<file path="src/hdl/sff_ram.sv">
// Generic single-port synchronous RAM with registered read.
// No dependencies.
`timescale 1ns / 1ps
module sff_ram #(
   parameter int Width = 8,
   parameter int Depth = 16
) (
   input  logic                     clock,
   input  logic                     we,
   input  logic [$clog2(Depth)-1:0] addr,
   input  logic [Width-1:0]         wdata,
   output logic [Width-1:0]         rdata
);
   logic [Width-1:0] mem [Depth];
   always_ff @(posedge clock) begin
      if (we) begin
         mem[addr] <= wdata;
      end
      rdata <= mem[addr];
   end
endmodule
</file>
<file path="config.mk">
export PLATFORM = sky130hd
export DESIGN_NAME = sff_ram
export DESIGN_NICKNAME = d
export VERILOG_FILES = /design/src/hdl/sff_ram.sv
export SDC_FILE = /design/constraint.sdc
export NUM_CORES = 1
export LEC_CHECK = 0
export BUFFER_PORTS_ARGS = -buffer_cell sky130_fd_sc_hd__buf_2
export CORE_UTILIZATION = 41
export DETAILED_ROUTE_END_ITERATION = 8
export GPL_ROUTABILITY_DRIVEN = 0
export SKIP_CTS_REPAIR_TIMING = 1
export SYNTH_ARGS = -nofsm -noshare
export SYNTH_HDL_FRONTEND = slang
export SYNTH_SLANG_ARGS = --single-unit
</file>
<file path="constraint.sdc">
create_clock -name clock -period 1.85 [get_ports clock]
set_clock_uncertainty 0.05 [all_clocks]
set_input_delay 0.37 -clock clock [delete_from_list [all_inputs] [get_ports clock]]
set_output_delay 0.37 -clock clock [all_outputs]
set_load 0.05 [all_outputs]
</file>
==> results of run 1 <==
==> synthesized netlist by cell type <==
library cell  count
edfxtp_1        128
mux4_2           32
a22oi_1          16
nor2_1           13
nand2_1           9
dfxtp_1           8
buf_1             4
nor3_1            4
buf_2             2
buf_6             2
clkbuf_1          2
nand2b_1          2
nand3b_1          2
nor2b_1           2
and2_1            1
clkbuf_2          1
nand3_1           1
or3b_2            1
==> cells by family after synthesis <==
group | after synthesis
flops | 136
simple gates | 35
mux | 32
compound gates | 16
buf+inv | 11
==> layout make-up <==
cell class / instances / area (um2)
timing repair buffer: 46 / 330
sequential: 136 / 4000
fill: 942 / 5980
multi-input combinational: 83 / 1010
tap: 147 / 184
clock buffer: 21 / 450
clock inverter: 11 / 58.8
==> stage by stage <==
stage / util (%) / hold WS (ns) / worst slack, ns / std cells / setup TNS [ns]
after floorplan: - / 0.419 / -0.00811 / 230 / -0.233
after global placement: 46.0 / 0.608 / 0.0320 / 412 / 0
after detailed placement: 46.0 / 0.618 / 0.0612 / 412 / 0
after CTS: 50.2 / 0.283 / 0.372 / 444 / 0
after global routing: 50.2 / 0.298 / 0.357 / 444 / 0
final: 50.2 / 0.294 / 0.403 / 444 / 0
==> per-layer routing <==
| metal | wire length (um) | share of wire (%) | up-vias | global-route usage (%) |
|---|---|---|---|---|
| met2 | 4570 | 50 | 40 | 25.9 |
| met4 | 129 | 1.4 | 0 | 7.37 |
| met3 | 258 | 2.8 | 12 | 4.39 |
| met5 | 0 | 0 | - | 0 |
| li1 | - | - | 1066 | - |
| met1 | 4120 | 45 | 1187 | 21.2 |
==> flip-flops by register name (all words and copies together) (netlist names) <==
register,flops
rdata,8
mem,128
==> power by group <==
part | switching [W] | internal (W)
Sequential | 0.0000193 | 0.00345
Clock | 0.00114 | 0.00172
Combinational | 0.000248 | 0.000150
Total | 0.00141 | 0.00531
==> path summary, 6_finish.rpt <==
| check | startpoint | to | slack [ns] |
|---|---|---|---|
| worst min register to register | mem[4][2] | rdata[2] | 0.63 |
| worst max register to register | mem[3][5] | rdata[5] | 0.44 |
| worst max-delay path | rdata[0] | rdata[0] | 0.40 |
| worst min-delay path | wdata[3] | mem[13][3] | 0.29 |
==> summary.md, run 1 <==
| Metric | Value |
|---|---|
| DR pass1 iterations | 4 |
| Via density | 5.19 |
| Top cell type's share of synthesized area | 75.9% |
| Adder-Cell Fraction of Synth Area | 0% |
| First-pass GRT wire length | 14.9 mm |
| Reg2Reg Depth | 3 |
| Number of diodes | 0 |
| Slew Viols, Final | 0 |
| Num Clock Sinks | 136 |
| Port Buf Inserts | 21 |
| Tmin final | 1.45 ns |
| Yosys cell types | 18 |
| Antenna-violating nets left | 0 |
| Max frequency | 691 MHz |
| Max Cap Viol | 0 |
| Grt total ovfl | 0 |
| Power per Cell Area | 1110 mW/mm2 |
| Clock transition at path regs | 0.06 ns |
| Stages on the worst setup path | 1 |
| Buffers plus inverters on the worst setup path | 1 |
| H-tree lvl count | 4 |
| HPWL after DPL | between 6 and 7 mm |
| Die height | 113 um |
| Yosys top cell by area | edfxtp_1 |
| Crit Path Category | reg2out |
| Initial antenna violation count | 0 |
| Worst-margin pin slew | 0.677 ns |
| Hold WC Path Type | in2reg |
| Main combinational cell family by area after synthesis | multiplexers |
| Startpoint Class | flop |
| Area post-placement | around 0.0055 mm2 |
| Core Area | 0.0120 mm2 |
| Mapped Cells | 230 |
| Final Hold Viols | 0 |
| P&R area growth vs syn | 19.1% |
| Commonest non-fill, non-tap cell in the layout | edfxtp_1 |
| Largest net degree at the start of global routing | 20 |
| DR WL/cell | 20.5 um |
| CTS tree | built |
| Clock Latency Late Sink | 0.41 ns |
| Clk root buf | clkbuf_16 |
| Initial Utilization | 42.2% |
| Num CTS Buffers | 17 |
| Crit path max-delay family | flip-flops |
| Clock buffer depth | 2 |
| Peak supply drop | 0.662 mV |
| Crit-path max FO | 1 |
| Synth Cell Area | a little over 0.005 mm2 |
| RSZ-0062 raised after global routing | no |
| Fin crit share | 78.2% |
| Slowest-stage cell, CP | dfxtp_1 |
| Initial DRC Count | 180 |
| Vias in the first global route | around 2,500 |
| Relative slew slack | 54.8% |
| Crit end category | output pin |
| Synthesized area per cell | 22.0 um2 |
| Arr. time, crit path | 1.03 ns |
| WL final | 9.08 mm |
| Die Footprint | ~0.013 mm2 |
| Vias | 2,305 |
| Setup-failing EPs final | 0 |
| CP max stage delay | 0.35 ns |
| Tot GR Track Use | 16.3% |
| Layout Nets | ~300 |
| Core Rows | 40 |
| Net count after synthesis | about 240 |
| Simple-gate share of the synthesized area | 3.21% |
| Worst-path cell chain | buf_2 |
| Commonest cells after routing, fill and taps aside | edfxtp_1, mux4_2, buf_4 |
| YS warnings | 0 |
| Worst hold path depth | 1 |
| Complex-gate fraction of the synthesized area | between 2 and 2.5% |
| Mux share of post-synthesis cell area | 14.2% |
| Drt drc | 0 |
| Post-synthesis sequential area ratio | 79.0% |
| Post-synthesis xor/xnor area fraction | 0% |
| Yosys reg bits | 136 |
| Final instance area | slightly above 0.006 mm2 |
| Worst EP required | 1.43 ns |
| Total Power | a little under 0.007 W |
| Status | complete, no violations |
| Leakage power | slightly above 2 nW |
| Proportion of layout cells with a drive suffix above 1 | approximately 36% |
| DIE WIDTH | between 100 and 150 um |
| Synth area leaders | edfxtp_1, mux4_2, dfxtp_1 |
| I/O pins | 22 |
(Power assumes the default switching activity.)
==> run 2, diff against run 1 <==
clock period = 1.2 ns   (was 1.85 ns; I/O delays follow)
==> summary.md, run 2 (synthesized netlist as in run 1, its figures left out) <==
| Metric | Value |
|---|---|
| Hold WC Path Type | in2reg |
| Final Worst Setup Slack | -0.142 ns (-0.544 ns) |
| Power per Cell Area | 1640 mW/mm2 (+47%) |
| Setup tns final | -0.879 ns (-0.879 ns) |
| Initial DRC Count | 126 (-30%) |
| Leakage power | 2.28 nW (+13%) |
| Most flops, register | mem |
| Max frequency | around 750 MHz |
| Reg2Reg Depth | 3 (unchanged) |
| Grt total ovfl | 0 (unchanged) |
| Vias | 2,504 (+8.6%) |
| Slew Viols, Final | 0 (unchanged) |
| Int Power | 0.00854 W (+61%) |
| Num CTS Buffers | 17 (unchanged) |
| Via density | 5.28 (+1.8%) |
| Die Footprint | 0.0128 mm2 (unchanged) |
| FF-to-FF End | rdata[5] |
| Proportion of layout cells with a drive suffix above 1 | 54.7% (+18 points) |
| Hold path start | wdata[6] |
| FF-to-FF setup slack | -0.14 ns (-0.58 ns) |
| Num Clock Sinks | 136 (unchanged) |
| Crit Path Category | reg2reg |
| Vias in the first global route | 2,719 (+7.9%) |
| Tot GR Track Use | 17.7% (+1.4 points) |
| Die height | 113 um (unchanged) |
| Max reg flops | 128 (unchanged) |
| Commonest non-fill, non-tap cell in the layout | edfxtp_1 |
| Arr. time, crit path | 1.58 ns (+0.55 ns) |
| CTS tree | built |
| Max Cap Viol | 0 (unchanged) |
| Clock Latency Late Sink | 0.42 ns (about the same) |
| Crit-path max FO | 1 (unchanged) |
| Biggest regs | mem: 128 flops, rdata: 8 flops |
| Worst hold path depth | 1 (unchanged) |
| Failing checks | negative setup slack |
| Net Sw Frac | 22.4% (+1.4 points) |
| First-pass GRT wire length | 15.9 mm (+6.5%) |
| Relative slew slack | 44.1% (-11 points) |
| Core Rows | 40 (unchanged) |
| Initial Utilization | 42.2% (unchanged) |
| Clk root buf | clkbuf_16 |
| Hold EP | mem[5][6] |
| Peak supply drop | 0.915 mV (+38%) |
| Commonest cells after routing, fill and taps aside | edfxtp_1, buf_4, mux4_2 |
| Antenna-violating nets left | 0 (unchanged) |
| Layout Nets | 328 (+10%) |
| H-tree lvl count | 4 (unchanged) |
| Switching power | 0.00246 W (+75%) |
| Clock share of power | 43.7% (+1.2 points) |
| Clock transition at path regs | 0.06 ns (about the same) |
| Worst EP required | 1.44 ns (about the same) |
| Dpl ws | -0.552 ns (-0.614 ns) |
| DR WL/cell | 21.1 um (+3.4%) |
| Setup-failing EPs final | 12 (+12) |
| Clock buffer depth | 2 (unchanged) |
| Worst R2R Start | mem[3][5] |
| Number of diodes | 0 (unchanged) |
| Fill count | 906 (-3.8%) |
| Final Hold Viols | 0 (unchanged) |
| Crit end category | flop |
| Largest net degree at the start of global routing | 21 (+5.0%) |
| Initial antenna violation count | 0 (unchanged) |
| Sequential share of power | 48.8% (-2.8 points) |
| DR pass1 iterations | 4 (unchanged) |
| Core Area | 0.0120 mm2 (unchanged) |
| Fin crit share | 112% |
| Tmin final | 1.34 ns |
| DIE WIDTH | 113 um (unchanged) |
| Status | finished with violations |
| Port Buf Inserts | 21 (unchanged) |
| Worst-margin pin slew | 0.837 ns (+0.160 ns) |
| RSZ-0062 raised after global routing | yes |
| P&R area growth vs syn | 32.4% |
| Combinational Power Share | 7.5% (+1.6 points) |
| HPWL after DPL | 6.94 mm (+12%) |
| I/O pins | 22 (unchanged) |
| Startpoint Class | flop |
| WL final | 10.0 mm (+10%) |
| Drt drc | 0 (unchanged) |
run 2: cell types whose count changed in the layout (fill, tap and decap cells not counted), moves of 8 or more:
cell / before / now
nor2_4: 0 / 12
a22oi_1: 16 / 5
buf_2: 21 / 13
buf_12: 3 / 12
a22oi_2: 0 / 11
buf_4: 22 / 43
nor2_1: 13 / 1
run 2: worst max-delay path, cell delays in order (launching register included):
cell	delay [ns]
edfxtp_1	0.36
mux4_2	0.48
a22oi_2	0.21
nand2_1	0.11
run 2: metrics by stage:
step                      utilization [%]  power [W]  instance area (um2)  hold WS (ns)  std cells
final                                55.9     0.0110                 6710         0.165        474
after global routing                 55.9     0.0113                 6710         0.164        474
after CTS                            54.7     0.0110                 6570         0.151        474
after detailed placement             50.1    0.00620                 6020         0.603        442
after global placement               50.1    0.00619                 6020         0.582        442
after floorplan                         -    0.00588                 5280         0.289        230
run 2: layout make-up:
class / instances / area [um2] / area share [%]
clock buffers: 17 / 425 / 6.34
clock inverters: 15 / 129 / 1.92
multi-input cells: 83 / 1220 / 18.2
flip-flops and latches: 136 / 4010 / 59.8
well taps: 147 / 184 / 2.74
repair buffers: 76 / 741 / 11.0
run 2: worst max path at each step:
stage / slack (ns) / start / end / depth (start not counted)
after floorplan: -0.22 / addr[2] / mem[0][0] / 2
after global placement: -0.54 / addr[0] / rdata[0] / 6
after detailed placement: -0.55 / addr[0] / rdata[0] / 6
after CTS: -0.23 / mem[3][5] / rdata[5] / 3
after global routing: -0.16 / mem[8][4] / rdata[4] / 3
final: -0.14 / mem[3][5] / rdata[5] / 3
run 2: routing by layer:
layer	track usage [%]	up-vias	share of wire (%)
li1	-	1137	-
met1	22.4	1303	45
met2	28.9	50	51
met3	4.71	14	3.2
met4	7.63	0	1.6
met5	0	-	0
run 2: power groups by stage:
stage	clock [W]	combinational [W]	sequential, W
6_report	0.00481	0.000826	0.00536
2_1_floorplan	0	0.000340	0.00554
5_1_grt	0.00507	0.000877	0.00537
3_5_place_dp	0	0.000755	0.00545
4_1_cts	0.00487	0.000755	0.00535
3_3_place_gp	0	0.000745	0.00544
==> run 3, diff against run 2 <==
ABC_AREA = 1   (was default)
CAP_MARGIN = 20   (was default)
CTS_CLUSTER_DIAMETER = 100   (was default)
==> summary.md, run 3 <==
| Metric | Value |
|---|---|
| Status | finished with violations |
| Failing checks | negative setup slack |
| Clock buffer depth | 2 (unchanged) |
| Die Footprint | 0.0141 mm2 (+10%) |
| Die height | 119 um (+5.0%) |
| Peak supply drop | 0.730 mV (-20%) |
| Leakage power | 2.85 nW (+25%) |
| RSZ-0062 raised after global routing | yes |
| Num CTS Buffers | 17 (unchanged) |
| Complex-gate fraction of the synthesized area | 0% (-2.4 points) |
| Core Area | 0.0133 mm2 (+11%) |
| Yosys reg bits | 136 (unchanged) |
| Adder-Cell Fraction of Synth Area | 0% (unchanged) |
| Drt drc | 0 (unchanged) |
| Power per Cell Area | 1660 mW/mm2 (+1.6%) |
| Mux share of post-synthesis cell area | 0% (-14 points) |
| Int Power | 0.00884 W (+3.5%) |
| Hold WC Path Type | in2reg |
| Layout Nets | 595 (+81%) |
| P&R area growth vs syn | 23.0% |
| DR pass1 iterations | 5 (+1) |
| Mapped Cells | 548 (+140%) |
| DR WL/cell | 16.9 um (-20%) |
| GR peak layer | met2 |
| Crit-path max FO | 1 (unchanged) |
| Top post-synthesis cells by count | nand2_1, edfxtp_1, inv_1 |
| Max frequency | 813 MHz (+9.1%) |
| Hold path start | wdata[5] |
| Post-synthesis xor/xnor area fraction | 0% (unchanged) |
| I/O pins | 22 (unchanged) |
| First-pass GRT wire length | 21.0 mm (+33%) |
| Worst-margin pin slew | 0.420 ns (-0.417 ns) |
| HPWL after DPL | 8.37 mm (+21%) |
| Initial antenna violation count | 0 (unchanged) |
| Final Worst Setup Slack | -0.0295 ns (+0.112 ns) |
| Slowest-stage cell, CP | dfxtp_2 |
| Core Rows | 42 (+5.0%) |
| Synth Cell Area | 0.00559 mm2 (+10%) |
| Top FF cell, synth | edfxtp_1 |
| Max reg flops | 128 (unchanged) |
| Yosys cell types | 11 (-7) |
| Sequential share of power | 46.9% (-1.9 points) |
| Met2 global-route usage | 31.8% (+2.9 points) |
| CP max stage delay | 0.36 ns (-0.12 ns) |
| Total Power | 0.0114 W (+4.1%) |
| YS warnings | 0 (unchanged) |
| Port Buf Inserts | 21 (unchanged) |
| Leading cell type by number of instances after synthesis | nand2_1 |
| Number of diodes | 0 (unchanged) |
| Net count after synthesis | 562 (+130%) |
| Fin crit share | 102% (-9.3 points) |
| WL final | 13.0 mm (+29%) |
| Num Clock Sinks | 136 (unchanged) |
| Combinational Power Share | 8.0% (+0.5 points) |
| Startpoint Class | flop |
| Post-synthesis sequential area ratio | 71.6% (-7.4 points) |
| Initial DRC Count | 250 (+98%) |
| Grt met3 use | 4.87% (+0.16 points) |
| Number of flops mapped to enable cells by yosys | 128 (unchanged) |
| Simple-gate share of the synthesized area | 24.8% (+22 points) |
| DIE WIDTH | 119 um (+5.0%) |
| GRT met1 Usage | 27.5% (+5.1 points) |
| Proportion of layout cells with a drive suffix above 1 | 16.7% (-38 points) |
| Clock transition at path regs | 0.06 ns (about the same) |
| CTS tree | built |
| Top cell type's share of synthesized area | 68.7% (-7.1 points) |
| Main combinational cell family by area after synthesis | simple AND/OR/NAND/NOR gates |
| Worst R2R Start | mem[7][0] |
| Buffers plus inverters on the worst setup path | 1 (+1) |
| Synthesized area per cell | 10.2 um2 (-54%) |
| Via density | 4.79 (-9.2%) |
| Setup tns final | -0.0567 ns (+0.822 ns) |
| Setup-failing EPs final | 3 (-9) |
| Post-synth ARST share | 0% (unchanged) |
| Initial Utilization | 42.1% (-0.12 points) |
| Antenna-violating nets left | 0 (unchanged) |
| Crit path max-delay family | flip-flops |
| Synth area leaders | edfxtp_1, nand2_1, dfxtp_1 |
| Commonest cells after routing, fill and taps aside | nand2_1, edfxtp_1, inv_1 |
| Slew Viols, Final | 0 (unchanged) |
| Vias in the first global route | 3,798 (+40%) |
| Grt total ovfl | 0 (unchanged) |
| Vias | 3,692 (+47%) |
| Yosys top cell by area | edfxtp_1 |
| Tmin final | 1.23 ns (-0.112 ns) |
| H-tree lvl count | 4 (unchanged) |
| Clk root buf | clkbuf_16 |
| Worst EP required | 0.91 ns (-0.53 ns) |
| Worst-path cell chain | buf_8 |
| Net Sw Frac | 22.8% (+0.42 points) |
| Clock share of power | 45.1% (+1.4 points) |
| Max Cap Viol | 0 (unchanged) |
| Crit end category | output pin |
| Arr. time, crit path | 0.94 ns (-0.64 ns) |
| Most flops, register | mem |
| Relative slew slack | 72.0% (+28 points) |
| Biggest regs | mem: 128 flops, rdata: 8 flops |
| Crit Path Category | reg2out |
| Largest net degree at the start of global routing | 33 (+57%) |
| Commonest non-fill, non-tap cell in the layout | nand2_1 |
| Final Hold Viols | 0 (unchanged) |
| Worst hold slack | 0.153 ns (-0.0126 ns) |
| Clock Latency Late Sink | 0.42 ns (about the same) |
| Tot GR Track Use | 20.5% (+2.9 points) |
| Switching power | 0.00261 W (+6.0%) |
| Critical Path Start | rdata[6] |
[run 3: logic make-up after synthesis]
kind of cell,count (synthesis)
and+or+nand+nor,368
DFF,136
buffers and inverters,44
[run 3: power groups by stage]
| stage | Sequential [W] | Clock [W] | Combinational, W |
|---|---|---|---|
| finish | 0.00537 | 0.00516 | 0.000918 |
| CTS | 0.00535 | 0.00523 | 0.000871 |
| global placement | 0.00545 | 0 | 0.000869 |
| detailed placement | 0.00545 | 0 | 0.000867 |
| global route | 0.00538 | 0.00543 | 0.00101 |
| floorplan | 0.00555 | 0 | 0.000442 |
[run 3: metal layers]
metal	vias to the layer above	wire, um
li1	1830	-
met3	16	549
met2	92	6170
met5	-	0
met4	0	219
met1	1754	6040
[run 3: final cells by class]
type / instances / area (um2)
Fill cell: 1182 / 6420
Sequential cell: 136 / 4020
Multi-Input combinational cell: 368 / 1570
Clock buffer: 18 / 429
Timing Repair Buffer: 35 / 370
Tap cell: 176 / 220
Clock inverter: 14 / 158
Inverter: 23 / 111
[run 3: final timing paths]
check | endpoint | slack (ns) | cells past startpoint
worst max-delay path | rdata[6] | -0.03 | 1
worst max register to register | rdata[0] | 0.13 | 8
worst min-delay path | mem[13][5] | 0.15 | 2
worst min register to register | rdata[5] | 0.66 | 8
[run 3: stage by stage]
stage | util [%] | instances | setup WS [ns] | instance area, um2
6_report | 51.7 | 770 | -0.0295 | 6880
5_1_grt | 51.7 | 770 | -0.0432 | 6880
2_1_floorplan | - | 548 | -0.0411 | 5860
3_3_place_gp | 46.7 | 738 | -0.329 | 6200
4_1_cts | 51.1 | 770 | -0.193 | 6790
3_5_place_dp | 46.7 | 738 | -0.358 | 6200
